**config.mk**
```make
export PLATFORM = sky130hd
export DESIGN_NAME = xmodem_crc_receiver_top
export DESIGN_NICKNAME = d
export VERILOG_FILES = /design/src/rtl/xcr_pkg.sv /design/src/rtl/xcr_queue.sv /design/src/rtl/xcr_front.sv /design/src/rtl/xcr_back.sv /design/src/rtl/xmodem_crc_receiver_top.sv
export SDC_FILE = /design/constraint.sdc
export NUM_CORES = 1
export LEC_CHECK = 0
export BUFFER_PORTS_ARGS = -buffer_cell sky130_fd_sc_hd__buf_2
export CAP_MARGIN = 15
export CORE_MARGIN = 2
export CORE_UTILIZATION = 50
export CTS_BUF_LIST = sky130_fd_sc_hd__clkbuf_4
export CTS_CLUSTER_DIAMETER = 150
export CTS_CLUSTER_SIZE = 24
export DETAILED_ROUTE_END_ITERATION = 8
export PLACE_DENSITY_LB_ADDON = 0.2
export SYNTH_ARGS = -nofsm -noshare
export SYNTH_HDL_FRONTEND = slang
export SYNTH_HIERARCHICAL = 1
export SYNTH_SLANG_ARGS = --single-unit
```
**constraint.sdc**
```tcl
create_clock -name clock -period 3.5 [get_ports clock]
set_input_delay 0.35 -clock clock [delete_from_list [all_inputs] [get_ports clock]]
set_output_delay 0.35 -clock clock [all_outputs]
set_load 0.01 [all_outputs]
```
**src/rtl/xcr_pkg.sv**
```systemverilog
// Shared types, protocol byte codes and the CRC step for the XMODEM-CRC receiver.
// Used by every module of the block; depends on nothing else.

package xcr_pkg;

   // Protocol bytes
   localparam logic [7:0] BYTE_SOH = 8'h01;
   localparam logic [7:0] BYTE_EOT = 8'h04;
   localparam logic [7:0] BYTE_ACK = 8'h06;
   localparam logic [7:0] BYTE_NAK = 8'h15;
   localparam logic [7:0] BYTE_CAN = 8'h18;
   localparam logic [7:0] BYTE_C   = 8'h43;

   // CRC-16/XMODEM polynomial
   localparam logic [15:0] CRC_POLY = 16'h1021;

   // Retry count left behind when a retry runs out
   localparam logic [7:0] RETRY_AFTER_ABORT = 8'd4;

   // Width of the packet byte counter
   localparam int INDEX_W = 11;

   // Input action codes
   localparam logic [1:0] ACT_TICK   = 2'd0;
   localparam logic [1:0] ACT_BYTE   = 2'd1;
   localparam logic [1:0] ACT_CANCEL = 2'd2;
   localparam logic [1:0] ACT_START  = 2'd3;

   // Verdict codes
   localparam logic [1:0] VERDICT_NONE    = 2'd0;
   localparam logic [1:0] VERDICT_NEW     = 2'd1;
   localparam logic [1:0] VERDICT_DUP     = 2'd2;
   localparam logic [1:0] VERDICT_CORRUPT = 2'd3;

   // Session end codes
   localparam logic [1:0] END_RUNNING = 2'd0;
   localparam logic [1:0] END_EOT     = 2'd1;
   localparam logic [1:0] END_SENDER  = 2'd2;
   localparam logic [1:0] END_ABORT   = 2'd3;

   // Configuration register indexes
   localparam logic [1:0] REG_RETRY_LIMIT   = 2'd0;
   localparam logic [1:0] REG_FIRST_TIMEOUT = 2'd1;
   localparam logic [1:0] REG_BYTE_TIMEOUT  = 2'd2;

   // Queue between the front and back parts
   localparam int QUEUE_DEPTH = 4;
   localparam int QPTR_W      = 2;

   typedef enum logic [1:0] {
      PH_IDLE = 2'd0,
      PH_WAIT = 2'd1,
      PH_PART = 2'd2,
      PH_CAN1 = 2'd3
   } phase_type;

   // How one queued entry expands into result items
   typedef enum logic [1:0] {
      KIND_ONE   = 2'd0,
      KIND_CAN2  = 2'd1,
      KIND_ABORT = 2'd2
   } kind_type;

   typedef struct packed {
      logic [1:0] action;
      logic [7:0] rx_byte;
   } req_type;

   typedef struct packed {
      logic       tx_valid;
      logic [7:0] tx_byte;
      logic       data_valid;
      logic [7:0] data_byte;
      logic [1:0] verdict;
      logic [1:0] session_end;
      logic       last;
   } rsp_type;

   typedef struct packed {
      logic [7:0]  retry_limit;
      logic [15:0] first_timeout_ticks;
      logic [15:0] byte_timeout_ticks;
   } cfg_type;

   typedef struct packed {
      kind_type   kind;
      logic       tx_valid;
      logic [7:0] tx_byte;
      logic       data_valid;
      logic [7:0] data_byte;
      logic [1:0] verdict;
      logic [1:0] session_end;
   } desc_type;

   // One byte through the CRC-16/XMODEM register, MSB first
   function automatic logic [15:0] crc_byte(input logic [15:0] crc, input logic [7:0] b);
      logic [15:0] c;
      c = crc ^ {b, 8'h00};
      for (int i = 0; i < 8; i++) begin
         if (c[15]) begin
            c = {c[14:0], 1'b0} ^ CRC_POLY;
         end else begin
            c = {c[14:0], 1'b0};
         end
      end
      return c;
   endfunction

endpackage

```
**src/rtl/xcr_queue.sv**
```systemverilog
// Short descriptor queue between the front and back parts of the receiver.
// Depends on xcr_pkg for the descriptor type and depth.

module xcr_queue (
   input  logic              clock,
   input  logic              reset,
   input  logic              push,
   input  xcr_pkg::desc_type push_desc,
   output logic              full,
   input  logic              pop,
   output xcr_pkg::desc_type head,
   output logic              empty
);

   xcr_pkg::desc_type            entries_ff [xcr_pkg::QUEUE_DEPTH];
   logic [xcr_pkg::QPTR_W-1:0]   wr_ptr_ff, wr_ptr_in;
   logic [xcr_pkg::QPTR_W-1:0]   rd_ptr_ff, rd_ptr_in;
   logic [xcr_pkg::QPTR_W:0]     count_ff, count_in;
   logic                         do_push, do_pop;

   assign full    = (count_ff == (xcr_pkg::QPTR_W+1)'(xcr_pkg::QUEUE_DEPTH));
   assign empty   = (count_ff == '0);
   assign do_push = push && !full;
   assign do_pop  = pop && !empty;
   assign head    = entries_ff[rd_ptr_ff];

   // Pointer and fill count update
   always_comb begin
      wr_ptr_in = do_push ? wr_ptr_ff + 1'b1 : wr_ptr_ff;
      rd_ptr_in = do_pop  ? rd_ptr_ff + 1'b1 : rd_ptr_ff;
      count_in  = count_ff;
      if (do_push && !do_pop) begin
         count_in = count_ff + 1'b1;
      end else if (do_pop && !do_push) begin
         count_in = count_ff - 1'b1;
      end
   end

   always_ff @(posedge clock) begin
      if (reset) begin
         wr_ptr_ff <= '0;
         rd_ptr_ff <= '0;
         count_ff  <= '0;
      end else begin
         wr_ptr_ff <= wr_ptr_in;
         rd_ptr_ff <= rd_ptr_in;
         count_ff  <= count_in;
      end
   end

   // Entry storage
   always_ff @(posedge clock) begin
      if (do_push) begin
         entries_ff[wr_ptr_ff] <= push_desc;
      end
   end

endmodule

```
**src/rtl/xcr_front.sv**
```systemverilog
// Front part of the receiver: accepts items, runs the session state machine and
// queues one descriptor per item that produces results. Depends on xcr_pkg.

module xcr_front #(
   parameter int PACKET_BYTES = 128
) (
   input  logic              clock,
   input  logic              reset,
   input  logic              in_valid,
   output logic              in_stall,
   input  xcr_pkg::req_type  in_item,
   input  xcr_pkg::cfg_type  cfg,
   output logic              push,
   output xcr_pkg::desc_type push_desc,
   input  logic              q_full
);

   localparam logic [xcr_pkg::INDEX_W-1:0] DATA_END =
      xcr_pkg::INDEX_W'(PACKET_BYTES + 3);

   xcr_pkg::phase_type            phase_ff, phase_in;
   logic [7:0]                    reply_ff, reply_in;
   logic [7:0]                    exp_seq_ff, exp_seq_in;
   logic [7:0]                    retries_ff, retries_in;
   logic                          flushing_ff, flushing_in;
   logic [15:0]                   timeout_ff, timeout_in;
   logic [xcr_pkg::INDEX_W-1:0]   index_ff, index_in;
   logic [15:0]                   crc_ff, crc_in;
   logic [7:0]                    hseq_ff, hseq_in;
   logic [7:0]                    hinv_ff, hinv_in;
   logic [15:0]                   rcrc_ff, rcrc_in;

   logic        accept;
   logic [7:0]  b;
   logic [15:0] crc_next;
   logic [15:0] rcrc_full;
   logic        retry_hit;
   logic [7:0]  retries_used;
   logic        pkt_good;

   assign in_stall  = q_full;
   assign accept    = in_valid && !q_full;
   assign b         = in_item.rx_byte;
   assign crc_next  = xcr_pkg::crc_byte(crc_ff, b);
   assign rcrc_full = {rcrc_ff[15:8], b};
   assign pkt_good  = (hseq_ff == ~hinv_ff) && (crc_ff == rcrc_full);

   // Retries run out at a count of one; the count then becomes RETRY_AFTER_ABORT
   assign retry_hit    = (retries_ff == 8'd1);
   assign retries_used = (retries_ff == 8'd0) ? retries_ff :
                         (retry_hit ? xcr_pkg::RETRY_AFTER_ABORT : retries_ff - 8'd1);

   // Session state machine: next state and the descriptor to queue
   always_comb begin
      phase_in    = phase_ff;
      reply_in    = reply_ff;
      exp_seq_in  = exp_seq_ff;
      retries_in  = retries_ff;
      flushing_in = flushing_ff;
      timeout_in  = timeout_ff;
      index_in    = index_ff;
      crc_in      = crc_ff;
      hseq_in     = hseq_ff;
      hinv_in     = hinv_ff;
      rcrc_in     = rcrc_ff;
      push        = 1'b0;
      push_desc   = '0;
      push_desc.kind = xcr_pkg::KIND_ONE;

      if (accept) begin
         priority if (in_item.action == xcr_pkg::ACT_START) begin
            // Restart the session and solicit with 'C'
            phase_in    = xcr_pkg::PH_WAIT;
            reply_in    = xcr_pkg::BYTE_C;
            exp_seq_in  = 8'd1;
            retries_in  = cfg.retry_limit;
            flushing_in = 1'b0;
            timeout_in  = cfg.first_timeout_ticks;
            index_in    = '0;
            crc_in      = '0;
            hseq_in     = '0;
            hinv_in     = '0;
            rcrc_in     = '0;
            push        = 1'b1;
            push_desc.tx_valid = 1'b1;
            push_desc.tx_byte  = xcr_pkg::BYTE_C;
         end else if (phase_ff == xcr_pkg::PH_IDLE) begin
            // Nothing happens while no session runs
         end else if (in_item.action == xcr_pkg::ACT_CANCEL) begin
            phase_in       = xcr_pkg::PH_IDLE;
            push           = 1'b1;
            push_desc.kind = xcr_pkg::KIND_CAN2;
         end else if (in_item.action == xcr_pkg::ACT_TICK) begin
            if (timeout_ff <= 16'd1) begin
               // Timeout
               timeout_in  = cfg.byte_timeout_ticks;
               flushing_in = 1'b0;
               retries_in  = retries_used;
               if (retry_hit) begin
                  phase_in       = xcr_pkg::PH_IDLE;
                  flushing_in    = 1'b1;
                  push           = 1'b1;
                  push_desc.kind = xcr_pkg::KIND_ABORT;
               end else if (phase_ff == xcr_pkg::PH_WAIT) begin
                  push               = 1'b1;
                  push_desc.tx_valid = 1'b1;
                  push_desc.tx_byte  = reply_ff;
               end else if (phase_ff == xcr_pkg::PH_PART) begin
                  reply_in           = xcr_pkg::BYTE_NAK;
                  phase_in           = xcr_pkg::PH_WAIT;
                  push               = 1'b1;
                  push_desc.tx_valid = 1'b1;
                  push_desc.tx_byte  = xcr_pkg::BYTE_NAK;
               end
            end else begin
               timeout_in = timeout_ff - 16'd1;
            end
         end else if (!flushing_ff) begin
            // Received byte
            timeout_in = cfg.byte_timeout_ticks;
            unique case (phase_ff)
               xcr_pkg::PH_WAIT: begin
                  if (b == xcr_pkg::BYTE_SOH) begin
                     index_in = xcr_pkg::INDEX_W'(1);
                     crc_in   = '0;
                     phase_in = xcr_pkg::PH_PART;
                  end else if (b == xcr_pkg::BYTE_EOT) begin
                     flushing_in           = 1'b1;
                     reply_in              = xcr_pkg::BYTE_ACK;
                     phase_in              = xcr_pkg::PH_IDLE;
                     push                  = 1'b1;
                     push_desc.tx_valid    = 1'b1;
                     push_desc.tx_byte     = xcr_pkg::BYTE_ACK;
                     push_desc.session_end = xcr_pkg::END_EOT;
                  end else if (b == xcr_pkg::BYTE_CAN) begin
                     phase_in = xcr_pkg::PH_CAN1;
                  end
               end
               xcr_pkg::PH_CAN1: begin
                  flushing_in        = 1'b1;
                  push               = 1'b1;
                  push_desc.tx_valid = 1'b1;
                  if (b == xcr_pkg::BYTE_CAN) begin
                     reply_in              = xcr_pkg::BYTE_ACK;
                     phase_in              = xcr_pkg::PH_IDLE;
                     push_desc.tx_byte     = xcr_pkg::BYTE_ACK;
                     push_desc.session_end = xcr_pkg::END_SENDER;
                  end else begin
                     reply_in          = xcr_pkg::BYTE_NAK;
                     phase_in          = xcr_pkg::PH_WAIT;
                     push_desc.tx_byte = xcr_pkg::BYTE_NAK;
                  end
               end
               xcr_pkg::PH_PART: begin
                  index_in = index_ff + 1'b1;
                  if (index_ff == xcr_pkg::INDEX_W'(1)) begin
                     hseq_in = b;
                  end else if (index_ff == xcr_pkg::INDEX_W'(2)) begin
                     hinv_in = b;
                  end else if (index_ff < DATA_END) begin
                     // Payload byte: fold into the CRC and forward it
                     crc_in               = crc_next;
                     push                 = 1'b1;
                     push_desc.data_valid = 1'b1;
                     push_desc.data_byte  = b;
                  end else if (index_ff == DATA_END) begin
                     rcrc_in = {b, 8'h00};
                  end else begin
                     // Low CRC byte closes the packet
                     rcrc_in  = rcrc_full;
                     index_in = '0;
                     phase_in = xcr_pkg::PH_WAIT;
                     push     = 1'b1;
                     if (pkt_good) begin
                        if (hseq_ff == exp_seq_ff) begin
                           exp_seq_in         = exp_seq_ff + 8'd1;
                           retries_in         = cfg.retry_limit;
                           reply_in           = xcr_pkg::BYTE_ACK;
                           push_desc.tx_valid = 1'b1;
                           push_desc.tx_byte  = xcr_pkg::BYTE_ACK;
                           push_desc.verdict  = xcr_pkg::VERDICT_NEW;
                        end else if (hseq_ff == exp_seq_ff - 8'd1) begin
                           reply_in           = xcr_pkg::BYTE_ACK;
                           push_desc.tx_valid = 1'b1;
                           push_desc.tx_byte  = xcr_pkg::BYTE_ACK;
                           push_desc.verdict  = xcr_pkg::VERDICT_DUP;
                        end else begin
                           // Out of sequence
                           phase_in       = xcr_pkg::PH_IDLE;
                           flushing_in    = 1'b1;
                           push_desc.kind = xcr_pkg::KIND_ABORT;
                        end
                     end else begin
                        reply_in          = xcr_pkg::BYTE_NAK;
                        flushing_in       = 1'b1;
                        retries_in        = retries_used;
                        push_desc.verdict = xcr_pkg::VERDICT_CORRUPT;
                        if (retry_hit) begin
                           phase_in       = xcr_pkg::PH_IDLE;
                           push_desc.kind = xcr_pkg::KIND_ABORT;
                        end else begin
                           push_desc.tx_valid = 1'b1;
                           push_desc.tx_byte  = xcr_pkg::BYTE_NAK;
                        end
                     end
                  end
               end
               default: begin
                  // Idle was handled above
               end
            endcase
         end
      end
   end

   always_ff @(posedge clock) begin
      if (reset) begin
         phase_ff    <= xcr_pkg::PH_IDLE;
         reply_ff    <= xcr_pkg::BYTE_C;
         exp_seq_ff  <= 8'd1;
         retries_ff  <= '0;
         flushing_ff <= 1'b0;
         timeout_ff  <= '0;
         index_ff    <= '0;
         crc_ff      <= '0;
         hseq_ff     <= '0;
         hinv_ff     <= '0;
         rcrc_ff     <= '0;
      end else begin
         phase_ff    <= phase_in;
         reply_ff    <= reply_in;
         exp_seq_ff  <= exp_seq_in;
         retries_ff  <= retries_in;
         flushing_ff <= flushing_in;
         timeout_ff  <= timeout_in;
         index_ff    <= index_in;
         crc_ff      <= crc_in;
         hseq_ff     <= hseq_in;
         hinv_ff     <= hinv_in;
         rcrc_ff     <= rcrc_in;
      end
   end

endmodule

```
**src/rtl/xcr_back.sv**
```systemverilog
// Back part of the receiver: expands queued descriptors into result items and
// holds the output register. Depends on xcr_pkg.

module xcr_back (
   input  logic              clock,
   input  logic              reset,
   input  xcr_pkg::desc_type head,
   input  logic              empty,
   output logic              pop,
   output logic              out_valid,
   input  logic              out_stall,
   output xcr_pkg::rsp_type  out_item
);

   logic             out_valid_ff, out_valid_in;
   xcr_pkg::rsp_type out_item_ff, out_item_in;
   logic [1:0]       sub_ff, sub_in;
   logic             load;
   logic             final_res;
   xcr_pkg::rsp_type res;

   assign out_valid = out_valid_ff;
   assign out_item  = out_item_ff;
   assign load      = !empty && (!out_valid_ff || !out_stall);
   assign pop       = load && final_res;

   // Result item number sub_ff of the head descriptor
   always_comb begin
      res = '0;
      final_res = 1'b1;
      unique case (head.kind)
         xcr_pkg::KIND_CAN2: begin
            res.tx_valid = 1'b1;
            res.tx_byte  = xcr_pkg::BYTE_CAN;
            final_res    = (sub_ff == 2'd1);
            if (final_res) begin
               res.session_end = xcr_pkg::END_ABORT;
            end
         end
         xcr_pkg::KIND_ABORT: begin
            res.tx_valid = 1'b1;
            res.tx_byte  = xcr_pkg::BYTE_CAN;
            final_res    = (sub_ff == 2'd2);
            if (sub_ff == 2'd0) begin
               res.verdict = head.verdict;
            end
            if (final_res) begin
               res.session_end = xcr_pkg::END_ABORT;
            end
         end
         default: begin
            res.tx_valid    = head.tx_valid;
            res.tx_byte     = head.tx_byte;
            res.data_valid  = head.data_valid;
            res.data_byte   = head.data_byte;
            res.verdict     = head.verdict;
            res.session_end = head.session_end;
         end
      endcase
      res.last = final_res;
   end

   // Output register and position within the descriptor
   always_comb begin
      out_valid_in = out_valid_ff;
      out_item_in  = out_item_ff;
      sub_in       = sub_ff;
      if (load) begin
         out_valid_in = 1'b1;
         out_item_in  = res;
         sub_in       = final_res ? 2'd0 : sub_ff + 2'd1;
      end else if (!out_stall) begin
         out_valid_in = 1'b0;
      end
   end

   always_ff @(posedge clock) begin
      if (reset) begin
         out_valid_ff <= 1'b0;
         sub_ff       <= '0;
      end else begin
         out_valid_ff <= out_valid_in;
         sub_ff       <= sub_in;
      end
   end

   always_ff @(posedge clock) begin
      out_item_ff <= out_item_in;
   end

endmodule

```
**src/rtl/xmodem_crc_receiver_top.sv**
```systemverilog
// Top level of the XMODEM-CRC receiver: configuration registers and the
// front / queue / back parts. Depends on xcr_pkg, xcr_front, xcr_queue, xcr_back.
//
//   Channel   Direction  Handshake                 Payload
//   req_      in         req_valid / req_stall     req_data (action, rx_byte)
//   rsp_      out        rsp_valid / rsp_stall     rsp_data (tx, data, verdict, end, last)
//   APB       in/out     psel, penable, pready     paddr, pwdata, prdata
//
// The front decides an item in the cycle it is accepted and can take one item
// per cycle while the four-entry descriptor queue has room.
// Results leave the output register one per cycle while rsp_stall is low. An item
// yields up to three results, held in a queue entry and then the output register.
// Synchronous reset clears the session, the queue and the output valid flag.
// A stalled result holds in the output register while the queue keeps filling.

module xmodem_crc_receiver_top #(
   parameter int PACKET_BYTES = 128
) (
   input  logic             clock,
   input  logic             reset,
   input  logic             req_valid,
   output logic             req_stall,
   input  xcr_pkg::req_type req_data,
   output logic             rsp_valid,
   input  logic             rsp_stall,
   output xcr_pkg::rsp_type rsp_data,
   input  logic             psel,
   input  logic             penable,
   input  logic             pwrite,
   input  logic [3:0]       paddr,
   input  logic [31:0]      pwdata,
   output logic [31:0]      prdata,
   output logic             pready
);

   xcr_pkg::cfg_type  cfg_ff, cfg_in;
   logic [1:0]        reg_index;
   logic              reg_write;
   logic              push, q_full, pop, q_empty;
   xcr_pkg::desc_type push_desc, head;

   assign pready    = 1'b1;
   assign reg_index = paddr[3:2];
   assign reg_write = psel && penable && pwrite;

   // Register write
   always_comb begin
      cfg_in = cfg_ff;
      if (reg_write) begin
         unique case (reg_index)
            xcr_pkg::REG_RETRY_LIMIT:   cfg_in.retry_limit         = pwdata[7:0];
            xcr_pkg::REG_FIRST_TIMEOUT: cfg_in.first_timeout_ticks = pwdata[15:0];
            xcr_pkg::REG_BYTE_TIMEOUT:  cfg_in.byte_timeout_ticks  = pwdata[15:0];
            default: begin
            end
         endcase
      end
   end

   // Register read
   always_comb begin
      unique case (reg_index)
         xcr_pkg::REG_RETRY_LIMIT:   prdata = {24'h0, cfg_ff.retry_limit};
         xcr_pkg::REG_FIRST_TIMEOUT: prdata = {16'h0, cfg_ff.first_timeout_ticks};
         xcr_pkg::REG_BYTE_TIMEOUT:  prdata = {16'h0, cfg_ff.byte_timeout_ticks};
         default:                    prdata = '0;
      endcase
   end

   always_ff @(posedge clock) begin
      if (reset) begin
         cfg_ff.retry_limit         <= 8'd10;
         cfg_ff.first_timeout_ticks <= 16'd3000;
         cfg_ff.byte_timeout_ticks  <= 16'd1000;
      end else begin
         cfg_ff <= cfg_in;
      end
   end

   xcr_front #(
      .PACKET_BYTES (PACKET_BYTES)
   ) u_front (
      .clock     (clock),
      .reset     (reset),
      .in_valid  (req_valid),
      .in_stall  (req_stall),
      .in_item   (req_data),
      .cfg       (cfg_ff),
      .push      (push),
      .push_desc (push_desc),
      .q_full    (q_full)
   );

   xcr_queue u_queue (
      .clock     (clock),
      .reset     (reset),
      .push      (push),
      .push_desc (push_desc),
      .full      (q_full),
      .pop       (pop),
      .head      (head),
      .empty     (q_empty)
   );

   xcr_back u_back (
      .clock     (clock),
      .reset     (reset),
      .head      (head),
      .empty     (q_empty),
      .pop       (pop),
      .out_valid (rsp_valid),
      .out_stall (rsp_stall),
      .out_item  (rsp_data)
   );

endmodule

```
==> impl_metrics.ini <==
[setup_path]
cp_top_family = simple AND/OR/NAND/NOR gates
cp-end-kind = flop
cpMaxStageDelayCell = or4_4
crit_path_start_kind = flop
worstSetupStartpoint = u_front/timeout_ff[8]$_SDFFE_PP0P_
critical_path_required_ps = 4150
r2r-start = u_front/timeout_ff[8]$_SDFFE_PP0P_
crit_path_max_incr_delay_ps = 570
arrival_ps = 3910
path_buf_inv = 2
path_max_fanout = 4
path_class = reg2reg
cp_cell_sequence = or4_4, nor4_4, nand3_2, o21ai_1, nand3_1, a21oi_1, inv_1, nor2_2, ha_1, inv_1, fa_1, xor2_1, or3_1, a21oi_1
r2r_setup_slack_ps = 240

[cells_and_area]
nets = 1446
drive_above_1_share_pct = 14.0
regArea_mm2 = 0.00644
final_cells = 1713
multi_input_area_mm2 = 0.00644
layout_commonest_cell = nor2_1
num-fill-cells = 2335
areaGrowthSynthToFinish_pct = 7.96
final_cell_mix = nor2_1, dfxtp_1, edfxtp_1

[cts]
numCtsBuffers = 14
cts_max_level = 1
root_buffer = clkbuf_4
clk_latency_ps = 700
clkTransAtPathRegs_ps = 260
cts_tree = yes
clock_sinks = 262
clock_path_buffers = 3

[global_routing]
grt_util_all_layers_pct = 20.2
grt_pass1_wl_um = 46700
grt_pass1_vias = 9025
antenna_found_initial = 2
grt_remaining_overflow = 0
grt_max_degree = 91

[logic_synthesis]
ys.flop_type = dfxtp_1
synth_edf_count = 119
syn_avg_cell_area_um2 = 10.4
yosysSeqAreaShare_pct = 47.8
synth_seq_cells = 262
synthCells = 1291
yosys_warnings = 6
synth_cell_types = 80
async_reset_ff_share_pct = 0
syn-cell-area_mm2 = 0.0135

[pwr]
design_power_total_w = 0.00555
p_seq_share_pct = 61.4
ir_drop_v = 0.000209
p_leak_nw = 5.28
power_frac_comb_pct = 17.8
p_per_area_mw_per_mm2 = 382
cellInternalPower_w = 0.00402
p_sw_share_pct = 27.6
p_sw_w = 0.00153
p_clk_share_pct = 20.8

[sta]
fin_crit_sh_pct = 93.1
worst_pin_slew_ps = 1100
fmax_ghz = 0.307
fin_skew_ps = 40.9
slew_headroom_pct = 26.6
finalCriticalPeriod_ps = 3260
rsz0062_at_grt = false
whs_ps = 41.2
maxSlewViolCount = 0
hold_viol = 0
setup_viol_count_final = 0
finalSetupTns_ps = 0

[place]
place_inst = 1668
portBuffers = 75
detailed_place_hpwl_um = 19900
gp_congestion = 0.908

[status]
status = finished, final reports clean

[floorplan]
row_count = 60
die-area_mm2 = 0.0282
initial_utilization_pct = 50.5
io_pins = 111
coreArea_mm2 = 0.0267
die_h_um = 168
die-width_um = 168

[route]
wl_per_cell_um = 16.9
via_count = 9459
drt-total-wl_um = 28900
detail_route.vias_per_cell = 5.52
ant_nets = 0
drc = 0
drt-pass1-iter-count = 5
drtIter0Drc = 599

[min_path]
min_from = psel
min_path_type = in2reg

[job]
maxCapViolCount = 0
## what timing repair did
item | CTS | global route
endpoints found under the setup margin | 0 | 2
endpoints found under the hold margin | 43 | 0
hold buffers | 20 | 0
gates resized for setup | 0 | 7
buffers inserted | 0 | 2
## worst register-to-register path: stages (launching register included)
cell     delay, ps
dfxtp_4        390
or4_4          570
nor4_4         290
nand3_2        130
o21ai_1        150
nand3_1         80
a21oi_1        160
inv_1           90
nor2_2         140
ha_1           200
inv_1           60
fa_1           370
xor2_1         180
or3_1          310
a21oi_1        130
## cells by family (layout without fill, tap and decap cells)
family          count (synthesis)  after routing  share of synthesized area (%)
buf+inv                       130            193                           4.85
flops                         262            262                           47.8
fa+ha+maj                      28             28                           2.66
xor+xnor                       88             88                           5.73
other cells                     3             21                         0.0837
simple gates                  481            481                           18.5
compound gates                188            188                           9.65
mux                           111            111                           10.6
## power groups by stage
stage / logic [W] / registers, W / clock network (W)
6_report: 0.000988 / 0.00341 / 0.00115
5_1_grt: 0.00109 / 0.00342 / 0.00130
4_1_cts: 0.000980 / 0.00341 / 0.00120
3_5_place_dp: 0.000956 / 0.00347 / 0
3_3_place_gp: 0.000953 / 0.00347 / 0
2_1_floorplan: 0.000670 / 0.00350 / 0
## worst paths after layout
path | end | cells after the start
max | u_queue/count_ff[2]$_SDFFE_PP0P_ | 14
min reg2reg | u_back/out_valid$_SDFFE_PP0P_ | 2
max reg2reg | u_queue/count_ff[2]$_SDFFE_PP0P_ | 14
min | cfg_ff[30]$_SDFFE_PP0P_ | 3
## Yosys cell counts, types with 14 or more instances
cell type	instances	area [um^2]
nand2b_1	54	338
edfxtp_1	119	3570
nor2_1	150	563
ha_1	27	338
nand4_1	17	106
a211oi_1	30	225
buf_4	23	173
dfxtp_1	143	2860
and2_1	32	200
nor2b_1	19	119
a21oi_1	41	205
o21ai_0	37	185
nand3_1	32	160
xor2_1	46	403
inv_1	32	120
nand2_1	74	278
nor3_1	33	165
clkbuf_1	57	214
mux2i_1	83	831
xnor2_1	42	368
mux4_2	20	450
or3_1	14	87.6
## metrics by stage
stage	util [%]	setup slack, ps	instance area [um^2]
final	54.5	243	14500
after global routing	54.5	7.89	14500
after CTS	54.4	140	14500
after detailed placement	53.0	169	14100
after global placement	53.0	149	14100
after floorplan	-	284	13500
## sequential cells by signal, summed over array words and instances, names as in the netlist, named ones only
name,count
u_back/sub_ff,2
u_front/crc_ff,16
u_front/exp_seq_ff,8
u_front/timeout_ff,16
cfg_ff,40
u_front/rcrc_ff,8
u_queue/count_ff,3
u_front/reply_ff,5
u_queue/entries_ff,96
u_front/retries_ff,8
u_front/flushing_ff,1
u_back/out_item,23
u_queue/rd_ptr_ff,2
u_front/hseq_ff,8
u_front/hinv_ff,8
u_queue/wr_ptr_ff,2
u_front/index_ff,11
u_front/phase_ff,2
u_back/out_valid,1
## layer usage
metal | share of wire (%) | routed length [um] | track usage [%]
met3 | 4.0 | 1150 | 2.21
met1 | 46 | 13400 | 27.5
met5 | 0.045 | 13 | 0
met2 | 48 | 14000 | 35.1
met4 | 1.5 | 435 | 4.27
## cell type report
| class | instances | area share, % |
|---|---|---|
| Antenna cell | 1 | 0.0172 |
| Clock buffer | 21 | 1.09 |
| Clock inverter | 1 | 0.0258 |
| Inverter | 32 | 0.827 |
| Multi-Input combinational cell | 916 | 44.3 |
| Sequential cell | 262 | 44.3 |
| Tap cell | 341 | 2.94 |
| Timing Repair Buffer | 139 | 6.43 |
Power figures use the tool's default switching activity.
